<file path="config.mk">
export PLATFORM = sky130hd
export DESIGN_NAME = shot_heat_budget_limiter
export DESIGN_NICKNAME = d
export VERILOG_FILES = /design/src/sv/shbl_pkg.sv /design/src/sv/shot_heat_budget_limiter.sv /design/src/sv/shbl_front.sv /design/src/sv/shbl_fifo.sv /design/src/sv/shbl_back.sv
export SDC_FILE = /design/constraint.sdc
export NUM_CORES = 2
export LEC_CHECK = 0
export ABC_AREA = 1
export BUFFER_PORTS_ARGS = -buffer_cell sky130_fd_sc_hd__buf_2
export CORE_AREA = 2 2 355 533
export DETAILED_ROUTE_END_ITERATION = 8
export DIE_AREA = 0 0 357 535
export PLACE_DENSITY = 0.51
export SLEW_MARGIN = 20
export SYNTH_ARGS = -nofsm -noshare
export SYNTH_HDL_FRONTEND = slang
export SYNTH_SLANG_ARGS = --single-unit
</file>
<file path="constraint.sdc">
create_clock -name clk_i -period 25.7 [get_ports clk_i]
set_input_delay 7.71 -clock clk_i [delete_from_list [all_inputs] [get_ports clk_i]]
set_output_delay 7.71 -clock clk_i [all_outputs]
set_load 0.005 [all_outputs]
</file>
<file path="src/sv/shbl_pkg.sv">
`default_nettype none

package shbl_pkg;

  localparam int unsigned CfgW        = 16;
  localparam int unsigned CfgIdxW     = 2;
  localparam int unsigned HeatW       = 32;
  localparam int unsigned TickW       = 32;
  localparam int unsigned MilliW      = 26;
  localparam int unsigned InDataW     = 88;
  localparam int unsigned InUserW     = 2;
  localparam int unsigned OutDataW    = 96;

  localparam int unsigned Milli          = 1000;
  localparam int unsigned SafetyReserve  = 15;
  localparam int unsigned FifoDepthDef   = 4;

  localparam logic [CfgW-1:0] RstProjHeat  = 16'd100;
  localparam logic [CfgW-1:0] RstDefLimit  = 16'd20000;
  localparam logic [CfgW-1:0] RstDefCool   = 16'd2000;
  localparam logic [CfgW-1:0] RstStartHeat = 16'd0;

  typedef enum logic [CfgIdxW-1:0] {
    REG_PROJ_HEAT  = 2'd0,
    REG_DEF_LIMIT  = 2'd1,
    REG_DEF_COOL   = 2'd2,
    REG_START_HEAT = 2'd3
  } reg_idx_e;

  typedef enum logic [1:0] {
    OP_REINIT = 2'd0,
    OP_UPDATE = 2'd1,
    OP_SHOT   = 2'd2,
    OP_CHECK  = 2'd3
  } op_e;

  typedef struct packed {
    op_e               op;
    logic              sample_ok;
    logic              frame;
    logic              bypass;
    logic [CfgW-1:0]   rate;
    logic [CfgW-1:0]   limit;
    logic [MilliW-1:0] heat_milli;
    logic [TickW-1:0]  now;
  } item_t;

  typedef struct packed {
    logic                 we;
    logic [CfgIdxW-1:0]   idx;
    logic [CfgW-1:0]      data;
  } cfg_wr_t;

  function automatic logic [MilliW-1:0] to_milli(input logic [CfgW-1:0] x);
    to_milli = MilliW'(x) * MilliW'(Milli);
  endfunction

endpackage

`default_nettype wire

</file>
<file path="src/sv/shot_heat_budget_limiter.sv">
// Channel   Dir  Signals                       Contents
// s_axis    in   tvalid tready tuser tdata     action; referee sample, time, bypass
// m_axis    out  tvalid tready tdata           verdict, heat, remaining, limits, flags
// cfg       in   cfg_we_i cfg_idx_i cfg_data_i register write, no read-back
//
// One transaction per cycle sustained in both directions while m_axis_tready stays high;
// input reaches output through the queue and then the result register.
// The execute stage updates heat combinationally: one 16x32 cooling multiply,
// compare and subtract, then the admission add and compare.
// rst_ni empties the queue, drops the result valid and returns state and configuration to reset values at once.
// A stall on m_axis fills the queue; s_axis_tready drops only when it is full.
`default_nettype none

module shot_heat_budget_limiter #(
  parameter int unsigned FIFO_DEPTH = shbl_pkg::FifoDepthDef
) (
  input  wire logic                              clk_i,
  input  wire logic                              rst_ni,
  input  wire logic                              s_axis_tvalid,
  output logic                                   s_axis_tready,
  // [1:0] action
  input  wire logic [shbl_pkg::InUserW-1:0]      s_axis_tuser,
  // [0] link_online, [1] frame_received, [17:2] rate_in, [33:18] limit_in,
  // [49:34] heat_in, [81:50] now_ms, [82] bypass, [87:83] zero
  input  wire logic [shbl_pkg::InDataW-1:0]      s_axis_tdata,
  output logic                                   m_axis_tvalid,
  input  wire logic                              m_axis_tready,
  // [0] allowed, [32:1] heat_milli, [58:33] remaining_milli, [74:59] limit_now,
  // [90:75] cooling_now, [91] online_flag, [92] received_flag, [93] config_ok,
  // [95:94] zero
  output logic [shbl_pkg::OutDataW-1:0]          m_axis_tdata,
  input  wire logic                              cfg_we_i,
  input  wire logic [shbl_pkg::CfgIdxW-1:0]      cfg_idx_i,
  input  wire logic [shbl_pkg::CfgW-1:0]         cfg_data_i
);

  logic              q_push, q_ready, q_valid, q_pop;
  shbl_pkg::item_t   item_in, item_out;
  shbl_pkg::cfg_wr_t cfg_wr;

  assign cfg_wr.we   = cfg_we_i;
  assign cfg_wr.idx  = cfg_idx_i;
  assign cfg_wr.data = cfg_data_i;
  assign s_axis_tready = q_ready;

  shbl_front u_front (
    .s_axis_tvalid (s_axis_tvalid),
    .s_axis_tuser  (s_axis_tuser),
    .s_axis_tdata  (s_axis_tdata),
    .q_ready_i     (q_ready),
    .q_push_o      (q_push),
    .q_item_o      (item_in)
  );

  shbl_fifo #(
    .DEPTH (FIFO_DEPTH)
  ) u_fifo (
    .clk_i   (clk_i),
    .rst_ni  (rst_ni),
    .push_i  (q_push),
    .item_i  (item_in),
    .ready_o (q_ready),
    .valid_o (q_valid),
    .pop_i   (q_pop),
    .item_o  (item_out)
  );

  shbl_back u_back (
    .clk_i         (clk_i),
    .rst_ni        (rst_ni),
    .cfg_i         (cfg_wr),
    .q_valid_i     (q_valid),
    .q_item_i      (item_out),
    .q_pop_o       (q_pop),
    .m_axis_tvalid (m_axis_tvalid),
    .m_axis_tready (m_axis_tready),
    .m_axis_tdata  (m_axis_tdata)
  );

endmodule

`default_nettype wire

</file>
<file path="src/sv/shbl_front.sv">
`default_nettype none

module shbl_front (
  input  wire logic                              s_axis_tvalid,
  input  wire logic [shbl_pkg::InUserW-1:0]      s_axis_tuser,
  input  wire logic [shbl_pkg::InDataW-1:0]      s_axis_tdata,
  input  wire logic                              q_ready_i,
  output logic                                   q_push_o,
  output shbl_pkg::item_t                        q_item_o
);

  logic [shbl_pkg::CfgW-1:0] rate, limit, heat;

  assign rate  = s_axis_tdata[17:2];
  assign limit = s_axis_tdata[33:18];
  assign heat  = s_axis_tdata[49:34];

  always_comb begin
    q_item_o.op         = shbl_pkg::op_e'(s_axis_tuser);
    q_item_o.frame      = s_axis_tdata[1];
    q_item_o.sample_ok  = s_axis_tdata[0] && s_axis_tdata[1] &&
                          (limit != '0) && (heat <= limit);
    q_item_o.bypass     = s_axis_tdata[82];
    q_item_o.rate       = rate;
    q_item_o.limit      = limit;
    q_item_o.heat_milli = shbl_pkg::to_milli(heat);
    q_item_o.now        = s_axis_tdata[81:50];
  end

  assign q_push_o = s_axis_tvalid && q_ready_i;

endmodule

`default_nettype wire

</file>
<file path="src/sv/shbl_fifo.sv">
`default_nettype none

module shbl_fifo #(
  parameter int unsigned DEPTH = shbl_pkg::FifoDepthDef
) (
  input  wire logic             clk_i,
  input  wire logic             rst_ni,
  input  wire logic             push_i,
  input  wire shbl_pkg::item_t  item_i,
  output logic                  ready_o,
  output logic                  valid_o,
  input  wire logic             pop_i,
  output shbl_pkg::item_t       item_o
);

  localparam int unsigned PtrW = (DEPTH > 1) ? $clog2(DEPTH) : 1;
  localparam int unsigned CntW = $clog2(DEPTH + 1);

  shbl_pkg::item_t mem_q [DEPTH];
  logic [PtrW-1:0] wr_q, wr_d, rd_q, rd_d;
  logic [CntW-1:0] cnt_q, cnt_d;
  logic            do_push, do_pop;

  assign ready_o = (cnt_q != CntW'(DEPTH));
  assign valid_o = (cnt_q != '0);
  assign do_push = push_i && ready_o;
  assign do_pop  = pop_i && valid_o;
  assign item_o  = mem_q[rd_q];

  always_comb begin
    wr_d  = wr_q;
    rd_d  = rd_q;
    cnt_d = cnt_q;
    if (do_push) begin
      wr_d = (wr_q == PtrW'(DEPTH - 1)) ? '0 : wr_q + PtrW'(1);
    end
    if (do_pop) begin
      rd_d = (rd_q == PtrW'(DEPTH - 1)) ? '0 : rd_q + PtrW'(1);
    end
    if (do_push && !do_pop) begin
      cnt_d = cnt_q + CntW'(1);
    end else if (!do_push && do_pop) begin
      cnt_d = cnt_q - CntW'(1);
    end
  end

  always_ff @(posedge clk_i or negedge rst_ni) begin
    if (!rst_ni) begin
      wr_q  <= '0;
      rd_q  <= '0;
      cnt_q <= '0;
    end else begin
      wr_q  <= wr_d;
      rd_q  <= rd_d;
      cnt_q <= cnt_d;
    end
  end

  always_ff @(posedge clk_i) begin
    if (do_push) begin
      mem_q[wr_q] <= item_i;
    end
  end

endmodule

`default_nettype wire

</file>
<file path="src/sv/shbl_back.sv">
`default_nettype none

module shbl_back (
  input  wire logic                          clk_i,
  input  wire logic                          rst_ni,
  input  wire shbl_pkg::cfg_wr_t             cfg_i,
  input  wire logic                          q_valid_i,
  input  wire shbl_pkg::item_t               q_item_i,
  output logic                               q_pop_o,
  output logic                               m_axis_tvalid,
  input  wire logic                          m_axis_tready,
  output logic [shbl_pkg::OutDataW-1:0]      m_axis_tdata
);

  localparam int unsigned HW = shbl_pkg::HeatW;
  localparam int unsigned CW = shbl_pkg::CfgW;
  localparam int unsigned MW = shbl_pkg::MilliW;
  localparam int unsigned SumW = HW + 2;
  localparam logic [SumW-1:0] ResMilli = SumW'(shbl_pkg::SafetyReserve * shbl_pkg::Milli);
  localparam logic ValidRst = (shbl_pkg::RstProjHeat != '0) && (shbl_pkg::RstDefLimit != '0);

  logic [CW-1:0] proj_q, dlim_q, dcool_q, start_q;

  logic [HW-1:0] heat_q, heat_d;
  logic [CW-1:0] limit_q, limit_d, cool_q, cool_d;
  logic [shbl_pkg::TickW-1:0] tick_q, tick_d;
  logic online_q, online_d, recv_q, recv_d, valid_q, valid_d;

  logic                       out_valid_q;
  logic [shbl_pkg::OutDataW-1:0] out_data_q, out_data_d;

  logic [shbl_pkg::TickW-1:0] elapsed;
  logic [CW+HW-1:0]           drop;
  logic [HW-1:0]              heat_cool, adm_heat;
  logic [MW-1:0]              proj_milli, lim_milli, lim_milli_d;
  logic [SumW-1:0]            need, shot_sum;
  logic                       cfg_ok, admit, sample, allowed;
  logic [MW-1:0]              remaining;

  assign q_pop_o = q_valid_i && (!out_valid_q || m_axis_tready);

  always_ff @(posedge clk_i or negedge rst_ni) begin
    if (!rst_ni) begin
      proj_q  <= shbl_pkg::RstProjHeat;
      dlim_q  <= shbl_pkg::RstDefLimit;
      dcool_q <= shbl_pkg::RstDefCool;
      start_q <= shbl_pkg::RstStartHeat;
    end else if (cfg_i.we) begin
      case (shbl_pkg::reg_idx_e'(cfg_i.idx))
        shbl_pkg::REG_PROJ_HEAT:  proj_q  <= cfg_i.data;
        shbl_pkg::REG_DEF_LIMIT:  dlim_q  <= cfg_i.data;
        shbl_pkg::REG_DEF_COOL:   dcool_q <= cfg_i.data;
        shbl_pkg::REG_START_HEAT: start_q <= cfg_i.data;
        default: ;
      endcase
    end
  end

  always_comb begin
    elapsed    = q_item_i.now - tick_q;
    drop       = (CW + HW)'(cool_q) * (CW + HW)'(elapsed);
    if (tick_q == '0) begin
      heat_cool = heat_q;
    end else if (drop >= (CW + HW)'(heat_q)) begin
      heat_cool = '0;
    end else begin
      heat_cool = heat_q - drop[HW-1:0];
    end

    cfg_ok     = (proj_q != '0) && (dlim_q != '0);
    proj_milli = shbl_pkg::to_milli(proj_q);
    lim_milli  = shbl_pkg::to_milli(limit_q);

    adm_heat = (q_item_i.op == shbl_pkg::OP_SHOT) ? heat_cool : heat_q;
    need     = SumW'(adm_heat) + SumW'(proj_milli) + ResMilli;
    admit    = valid_q && (q_item_i.bypass ||
               ((SumW'(lim_milli) > ResMilli) && (need <= SumW'(lim_milli))));
    shot_sum = SumW'(heat_cool) + SumW'(proj_milli);
    sample   = cfg_ok && q_item_i.sample_ok;

    heat_d   = heat_q;
    limit_d  = limit_q;
    cool_d   = cool_q;
    tick_d   = tick_q;
    online_d = online_q;
    recv_d   = recv_q;
    valid_d  = valid_q;
    allowed  = 1'b0;

    case (q_item_i.op)
      shbl_pkg::OP_REINIT: begin
        valid_d  = cfg_ok;
        online_d = 1'b0;
        recv_d   = 1'b0;
        heat_d   = HW'(shbl_pkg::to_milli(start_q));
        limit_d  = dlim_q;
        cool_d   = dcool_q;
        tick_d   = '0;
      end
      shbl_pkg::OP_UPDATE: begin
        valid_d  = cfg_ok;
        recv_d   = q_item_i.frame;
        online_d = sample;
        tick_d   = q_item_i.now;
        if (sample) begin
          limit_d = q_item_i.limit;
          cool_d  = q_item_i.rate;
          heat_d  = HW'(q_item_i.heat_milli);
        end else begin
          heat_d = heat_cool;
          if (limit_q == '0) begin
            limit_d = dlim_q;
          end
        end
      end
      shbl_pkg::OP_SHOT: begin
        tick_d = q_item_i.now;
        heat_d = heat_cool;
        if (admit) begin
          allowed = 1'b1;
          heat_d  = (shot_sum[SumW-1:HW] != '0) ? '1 : shot_sum[HW-1:0];
        end
      end
      shbl_pkg::OP_CHECK: begin
        allowed = admit;
      end
      default: ;
    endcase

    lim_milli_d = shbl_pkg::to_milli(limit_d);
    remaining   = (HW'(lim_milli_d) > heat_d) ? MW'(HW'(lim_milli_d) - heat_d) : '0;

    out_data_d = {2'b00, valid_d, recv_d, online_d, cool_d, limit_d, remaining,
                  heat_d, allowed};
  end

  always_ff @(posedge clk_i or negedge rst_ni) begin
    if (!rst_ni) begin
      heat_q      <= HW'(shbl_pkg::to_milli(shbl_pkg::RstStartHeat));
      limit_q     <= shbl_pkg::RstDefLimit;
      cool_q      <= shbl_pkg::RstDefCool;
      tick_q      <= '0;
      online_q    <= 1'b0;
      recv_q      <= 1'b0;
      valid_q     <= ValidRst;
      out_valid_q <= 1'b0;
    end else begin
      if (q_pop_o) begin
        heat_q   <= heat_d;
        limit_q  <= limit_d;
        cool_q   <= cool_d;
        tick_q   <= tick_d;
        online_q <= online_d;
        recv_q   <= recv_d;
        valid_q  <= valid_d;
      end
      if (q_pop_o) begin
        out_valid_q <= 1'b1;
      end else if (m_axis_tready) begin
        out_valid_q <= 1'b0;
      end
    end
  end

  always_ff @(posedge clk_i) begin
    if (q_pop_o) begin
      out_data_q <= out_data_d;
    end
  end

  assign m_axis_tvalid = out_valid_q;
  assign m_axis_tdata  = out_data_q;

endmodule

`default_nettype wire

</file>
After elaboration in Yosys (flattened, before gate mapping)
Memory sizes are Yosys's and may differ from the RTL's.
Cells that the tools add are included.
- $add $sub $neg: 10
- multipliers: 6
- $lt $le $gt $ge: 5
- equality and inequality tests: 9
- mux-type cells: 26
- reduce and logical (&&, ||, !) cells: 37
- operators by type and width (kind ; number):
    $mux 32 ; 6
    $mul 16x7->23 const B ; 5
    $pmux 32 s3 ; 1
    $add 32x26->33 ; 2
    $pmux 16 s2 ; 2
    $pmux 32 s2 ; 1
    $sub 32x32->32 ; 2
    $ge 48x32->1 ; 1
    $mul 16x32->48 ; 1
    $mux 16 ; 3
    $reduce_bool 16->1 ; 3
    $add 34x14->34 const B ; 1
    $le 34x26->1 ; 1
    $gt 26x32->1 ; 1
    $logic_not 32->1 ; 1
    $gt 26x14->1 const B ; 1
    $sub 26x26->26 ; 1
    $le 16x16->1 ; 1
    $logic_not 16->1 ; 1
    $logic_and 1x1->1 ; 13
    $eq 2x2->1 const B ; 6
    $reduce_and 2->1 ; 5
    $reduce_bool 2->1 ; 4
    $mux 1 ; 6
    13 further kinds ; 24
- register bits: 265
- RAM bits: 368
- bits of input ports: 113
- output and inout port bits: 98
- memories: 1
- memory list (memory ; depth ; bits a word ; rd ports ; clocked after memory_dff ; wr ports ; line ; RTL):
    u_fifo.mem_q ; 4 ; 92 ; 1 ; 0 ; 1 ; shbl_fifo.sv:19 ; shbl_pkg::item_t mem_q [DEPTH];

Logic depth before layout (Yosys ltp)
An unclocked memory read counts as a cell.
- depth after elaboration: 16
- gate-level depth with buffers: 128
- depth with buffers taken out: 120

Cells and area by module
From an unflattened synthesis, not the netlist that was laid out.
- cell total of the unflattened synthesis: 7693
- area total of the unflattened synthesis: 67258.3 µm²
- by module, submodules not included (module ; instances ; cells an instance ; area an instance (µm²) ; sequential area each (µm²)):
    shbl_back ; 1 ; 5982 ; 47443.0 ; 6959.2
    shbl_fifo ; 1 ; 1168 ; 15820.2 ; 11586.1
    shbl_front ; 1 ; 543 ; 3995.1 ; 0.0

Least setup slack after synthesis
Ideal clock, no wire load.
- path kind: register to register
- start: reg u_fifo.rd_q[0]
- end: reg u_back.out_data_q (netlist bit u_back.m_axis_tdata[33]) (data pin)
- setup time: 0.261 ns
- arrival time: 17.822 ns
- data required time: 25.439 ns
- setup slack: 7.617 ns
- stages on the path, launching flop included: 115
- clock period less this slack: 18.083 ns
- cells stage by stage: dfrtp_1 -> inv_1 -> clkbuf_1 -> clkbuf_1 -> clkbuf_1 -> clkbuf_1 -> nand2_1 -> a32oi_1 -> inv_1 -> ha_1 -> fa_1 -> o21ai_0 -> nand2_1 -> nand2_1 -> a21oi_1 -> or2_2 -> nand2_1 -> a21oi_1 -> [... 79 more ...] -> a21oi_4 -> clkbuf_1 -> o21ai_0 -> o221ai_1 -> o21ai_0 -> ha_1 -> nand2_1 -> nor3_1 -> nand2_1 -> nor4_1 -> nand2_1 -> nor2_1 -> nor2_2 -> nand3_2 -> clkinv_2 -> nand2_4 -> buf_12 -> nor2_2
- word-level cells in the longest chain between the ends: 16
- elaborated cells on any way between the ends: 29
- RTL lines (item ; line ; RTL):
    start: declaration ; shbl_fifo.sv:20 ; logic [PtrW-1:0] wr_q, wr_d, rd_q, rd_d;
    start signal: assignment ; shbl_fifo.sv:54 ; rd_q <= rd_d;
    $mem_v2 4x92 (*) ; n/a ;
    $sub 32x32->32 ; shbl_back.sv:60 ; elapsed = q_item_i.now - tick_q;
    $mul 16x32->48 ; shbl_back.sv:61 ; drop = (CW + HW)'(cool_q) * (CW + HW)'(elapsed);
    $ge 48x32->1 / $sub 32x32->32 (equally long branches) ; shbl_back.sv:64, shbl_back.sv:67 ;
    $mux 32 ; shbl_back.sv:64 ; end else if (drop >= (CW + HW)'(heat_q)) begin
    $mux 32 ; shbl_back.sv:62 ; if (tick_q == '0) begin
    $mux 32 ; shbl_back.sv:74 ; adm_heat = (q_item_i.op == shbl_pkg::OP_SHOT) ? heat_cool : heat_q;
    $add 32x26->33 ; shbl_back.sv:75 ; need = SumW'(adm_heat) + SumW'(proj_milli) + ResMilli;
    $add 34x14->34 ; shbl_back.sv:75 ;
    $le 34x26->1 ; shbl_back.sv:77 ; ((SumW'(lim_milli) > ResMilli) && (need <= SumW'(lim_milli))));
    $logic_and 1x1->1 ; shbl_back.sv:77 ;
    $logic_or 1x1->1 ; shbl_back.sv:76 ; admit = valid_q && (q_item_i.bypass ||
    $logic_and 1x1->1 ; shbl_back.sv:76 ;
    $mux 32 ; shbl_back.sv:119 ; if (admit) begin
    $pmux 32 s3 ; shbl_back.sv:90 ; case (q_item_i.op)
    $sub 26x26->26 / $gt 26x32->1 (equally long branches) ; shbl_back.sv:131 ; remaining = (HW'(lim_milli_d) > heat_d) ? MW'(HW'(lim_milli_d) - heat_d) : '0;
    end signal: assignment ; shbl_back.sv:167 ; out_data_q <= out_data_d;
    end: declaration ; shbl_back.sv:30 ; logic [shbl_pkg::OutDataW-1:0] out_data_q, out_data_d;
Every way passes the cells marked *; elsewhere a longest branch is shown, timed or not.
A chain may end at the register's enable or synchronous reset.

Final worst setup path
- start: reg u_fifo.rd_q[0]
- end: reg u_back.out_data_q (netlist bit u_back.m_axis_tdata[46]) (data pin)
Same word-level chain as after synthesis.

==> metrics.md <==
| Metric | Value |
|---|---|
| Status | `finished clean` |
| Critical path's slowest cell | `dfrtp_4` |
| Vias | `51368` |
| Unrepaired setup endpoints after global routing | `no` |
| Initial Util | `34.9%` |
| Post-synth EDFFs | `462` |
| Die Span Y | `535 um` |
| Initial antenna violation count | `16` |
| Most used cell, CP | `nand2_1` |
| Dpl hpwl | `179000 um` |
| Top cell type by total area after synthesis | `fa_1` |
| Share of layout cells above drive strength 1 | `7.91%` |
| Clock H-tree levels | `3` |
| Wire length per cell | `22.0 um` |
| Worst Path Max Fanout | `61` |
| I/O Pins | `211` |
| Worst slew margin | `25.9%` |
| Sink Count | `633` |
| Setup_tns | `0 ps` |
| Vias in the first global route | `53315` |
| First-pass DRT Iterations | `6` |
| Fin Clk Skew | `70.3 ps` |
| Hold/Removal Path Class | `reg -> reg` |
| Top-count cell post-synth | `nand2_1` |
| Die width | `357 um` |
| Drt drc | `0` |
| Crit share post-route | `88.5%` |
| Avg Vias per Cell | `5.12` |
| Gr usage total | `23.2%` |
| Final GP Congestion | `0.982` |
| Final WL | `221000 um` |
| Post-synth top area share | `21.4%` |
| Post-route insts no fill | `10039` |
| Grt ovf | `0` |
| Postcts setup bufs | `0` |
| PortBufs | `203` |
| Critical Path RT | `26100 ps` |
| CTS buffer count | `69` |
| Syn_area_per_cell | `8.79 um^2` |
| Most frequent cells after synthesis | `nand2_1, inv_1, fa_1, ha_1, nor2_1` |
| Crit end category | `register` |
| Filler cell count | `19236` |
| Register area share after synthesis | `28.1%` |
| Clk buf depth | `3` |
| Synth Instances | `7375` |
| Synth warnings | `0` |
| Global-route wire length before repair | `330000 um` |
| Later-pin clock latency in the skew report | `690 ps` |
| Max Clk Rate | `44.0 MHz` |
| Max_cap viols | `0` |
| Critical path type | `reg -> reg` |
| Root Buffer | `clkbuf_16` |
| Rows | `194` |
| Final ANT Viol Nets | `0` |
| Core box area | `0.186 mm^2` |
| # setup viols final | `0` |
| Synth Flop Type | `edfxtp_1` |
| Slew Viols, Final | `0` |
| Worst stage delay on the critical path | `650 ps` |
| Fin crit period | `22740 ps` |
| CTS tree | `done` |
| Clock-pin slew on the worst setup and hold paths | `60 ps` |
| CTS Hold Bufs | `0` |
| Post-synth ARST share | `27.0%` |
| DIE AREA | `0.191 mm^2` |
| DP Cell Count | `9907` |
| Largest net degree at the start of global routing | `147` |
| Synth Register Bits | `633` |
| Final nets | `8945` |
| Startpoint types | `register` |
| Drt first-iter violations | `3071` |
| WP data arrival | `23140 ps` |
| Endpoints failing hold | `0` |
| Top cells by area, synth | `fa_1, edfxtp_1, ha_1, nand2_1, inv_1` |
| Pin slew with the least headroom to its limit | `1110 ps` |
| Syn-to-layout area delta | `9.62%` |
| Mapped cell area | `0.0648 mm^2` |
| Cell variety after synth | `76` |
| Post_cts resized | `0` |
==> registers in the layout, indices dropped and copies added (netlist names), 2 cells and up <==
register,cells
u_back.dcool_q,16
u_fifo.cnt_q,3
u_fifo.rd_q,2
u_back.m_axis_tdata,94
u_back.cool_q,16
u_back.heat_q,32
u_back.start_q,16
u_fifo.wr_q,2
u_back.tick_q,32
u_back.dlim_q,16
u_fifo.mem_q,368
u_back.proj_q,16
u_back.limit_q,16
==> per-stage QoR <==
stage / setup WS, ps / util, % / hold WS, ps / instance area, um^2
after floorplan: 7620 / - / 453 / 64800
after global placement: 3260 / 37.0 / 467 / 68800
after detailed placement: 3130 / 37.0 / 473 / 68800
after CTS: 3020 / 38.2 / 489 / 71000
after global routing: 1170 / 38.2 / 512 / 71000
final: 2960 / 38.2 / 488 / 71000
==> final cells by class <==
class / count / area [um^2] / share of cell area [%]
clock buffers: 84 / 1830 / 2.58
inverters: 1366 / 5130 / 7.22
flip-flops and latches: 633 / 18200 / 25.6
repair buffers: 288 / 1680 / 2.36
clock inverters: 42 / 388 / 0.546
multi-input cells: 5170 / 40700 / 57.3
well taps: 2450 / 3070 / 4.31
diodes: 6 / 15.0 / 0.0211
==> critical path, delay by kind of cell, from the launching register on <==
kind                       cells  cell delay, ps
adders and majority gates     12            5070
buffers and inverters         15            1990
AOI/OAI and AO/OA             21            4510
DFF                            1             650
and+or+nand+nor               66            9340
xor gates and xnor gates       3             830
==> worst paths after layout <==
kind	endpoint	start	slack (ps)	cells after the start
worst max-delay path	u_back.m_axis_tdata[46]$_SDFFCE_PP0P_	u_fifo.rd_q[0]$_DFFE_PN0P_	2960	117
worst min-delay path	u_back.dcool_q[2]$_DFFE_PN0P_	u_back.dcool_q[2]$_DFFE_PN0P_	490	2
worst max register to register	u_back.m_axis_tdata[46]$_SDFFCE_PP0P_	u_fifo.rd_q[0]$_DFFE_PN0P_	2960	117
worst min register to register	u_back.dcool_q[2]$_DFFE_PN0P_	u_back.dcool_q[2]$_DFFE_PN0P_	490	2
max in group asynchronous	u_back.limit_q[0]$_DFFE_PN0P_	rst_ni	16530	3
min in group asynchronous	u_back.tick_q[9]$_DFFE_PN0P_	rst_ni	6980	1
==> cells by family (layout without fill, tap and decap cells) <==
group / count (synthesis) / after routing / share of synthesized area [%]
and+or+nand+nor: 2359 / 2359 / 15.2
other: 1 / 8 / 0.00579
DFF: 633 / 633 / 28.1
adders and majority gates: 1304 / 1304 / 33.2
AOI/OAI and AO/OA: 1283 / 1283 / 11.3
buffers and inverters: 1573 / 1780 / 9.22
xor gates and xnor gates: 222 / 222 / 3.00
==> placed cells by master, fill, tap and decap left out, types with 105 or more instances in the layout <==
cell	count
nor2_1	585
dfrtp_1	143
fa_1	693
nand3_1	177
inv_1	1316
o22ai_1	105
o21ai_0	499
ha_1	608
buf_2	202
nand2_1	1328
edfxtp_1	462
xor2_1	133
a21oi_1	404
==> metal layers <==
metal | global-route usage [%] | up-vias | wire length [um]
met5 | 0 | - | 7
met4 | 14.8 | 2 | 16500
met3 | 2.44 | 478 | 9080
met2 | 42.6 | 1334 | 115000
met1 | 25.3 | 25430 | 80300
li1 | - | 24124 | -
Power is left out: the tool's default activity adds up to more than one toggle a clock period on the data nets, which glitch-free logic cannot reach.
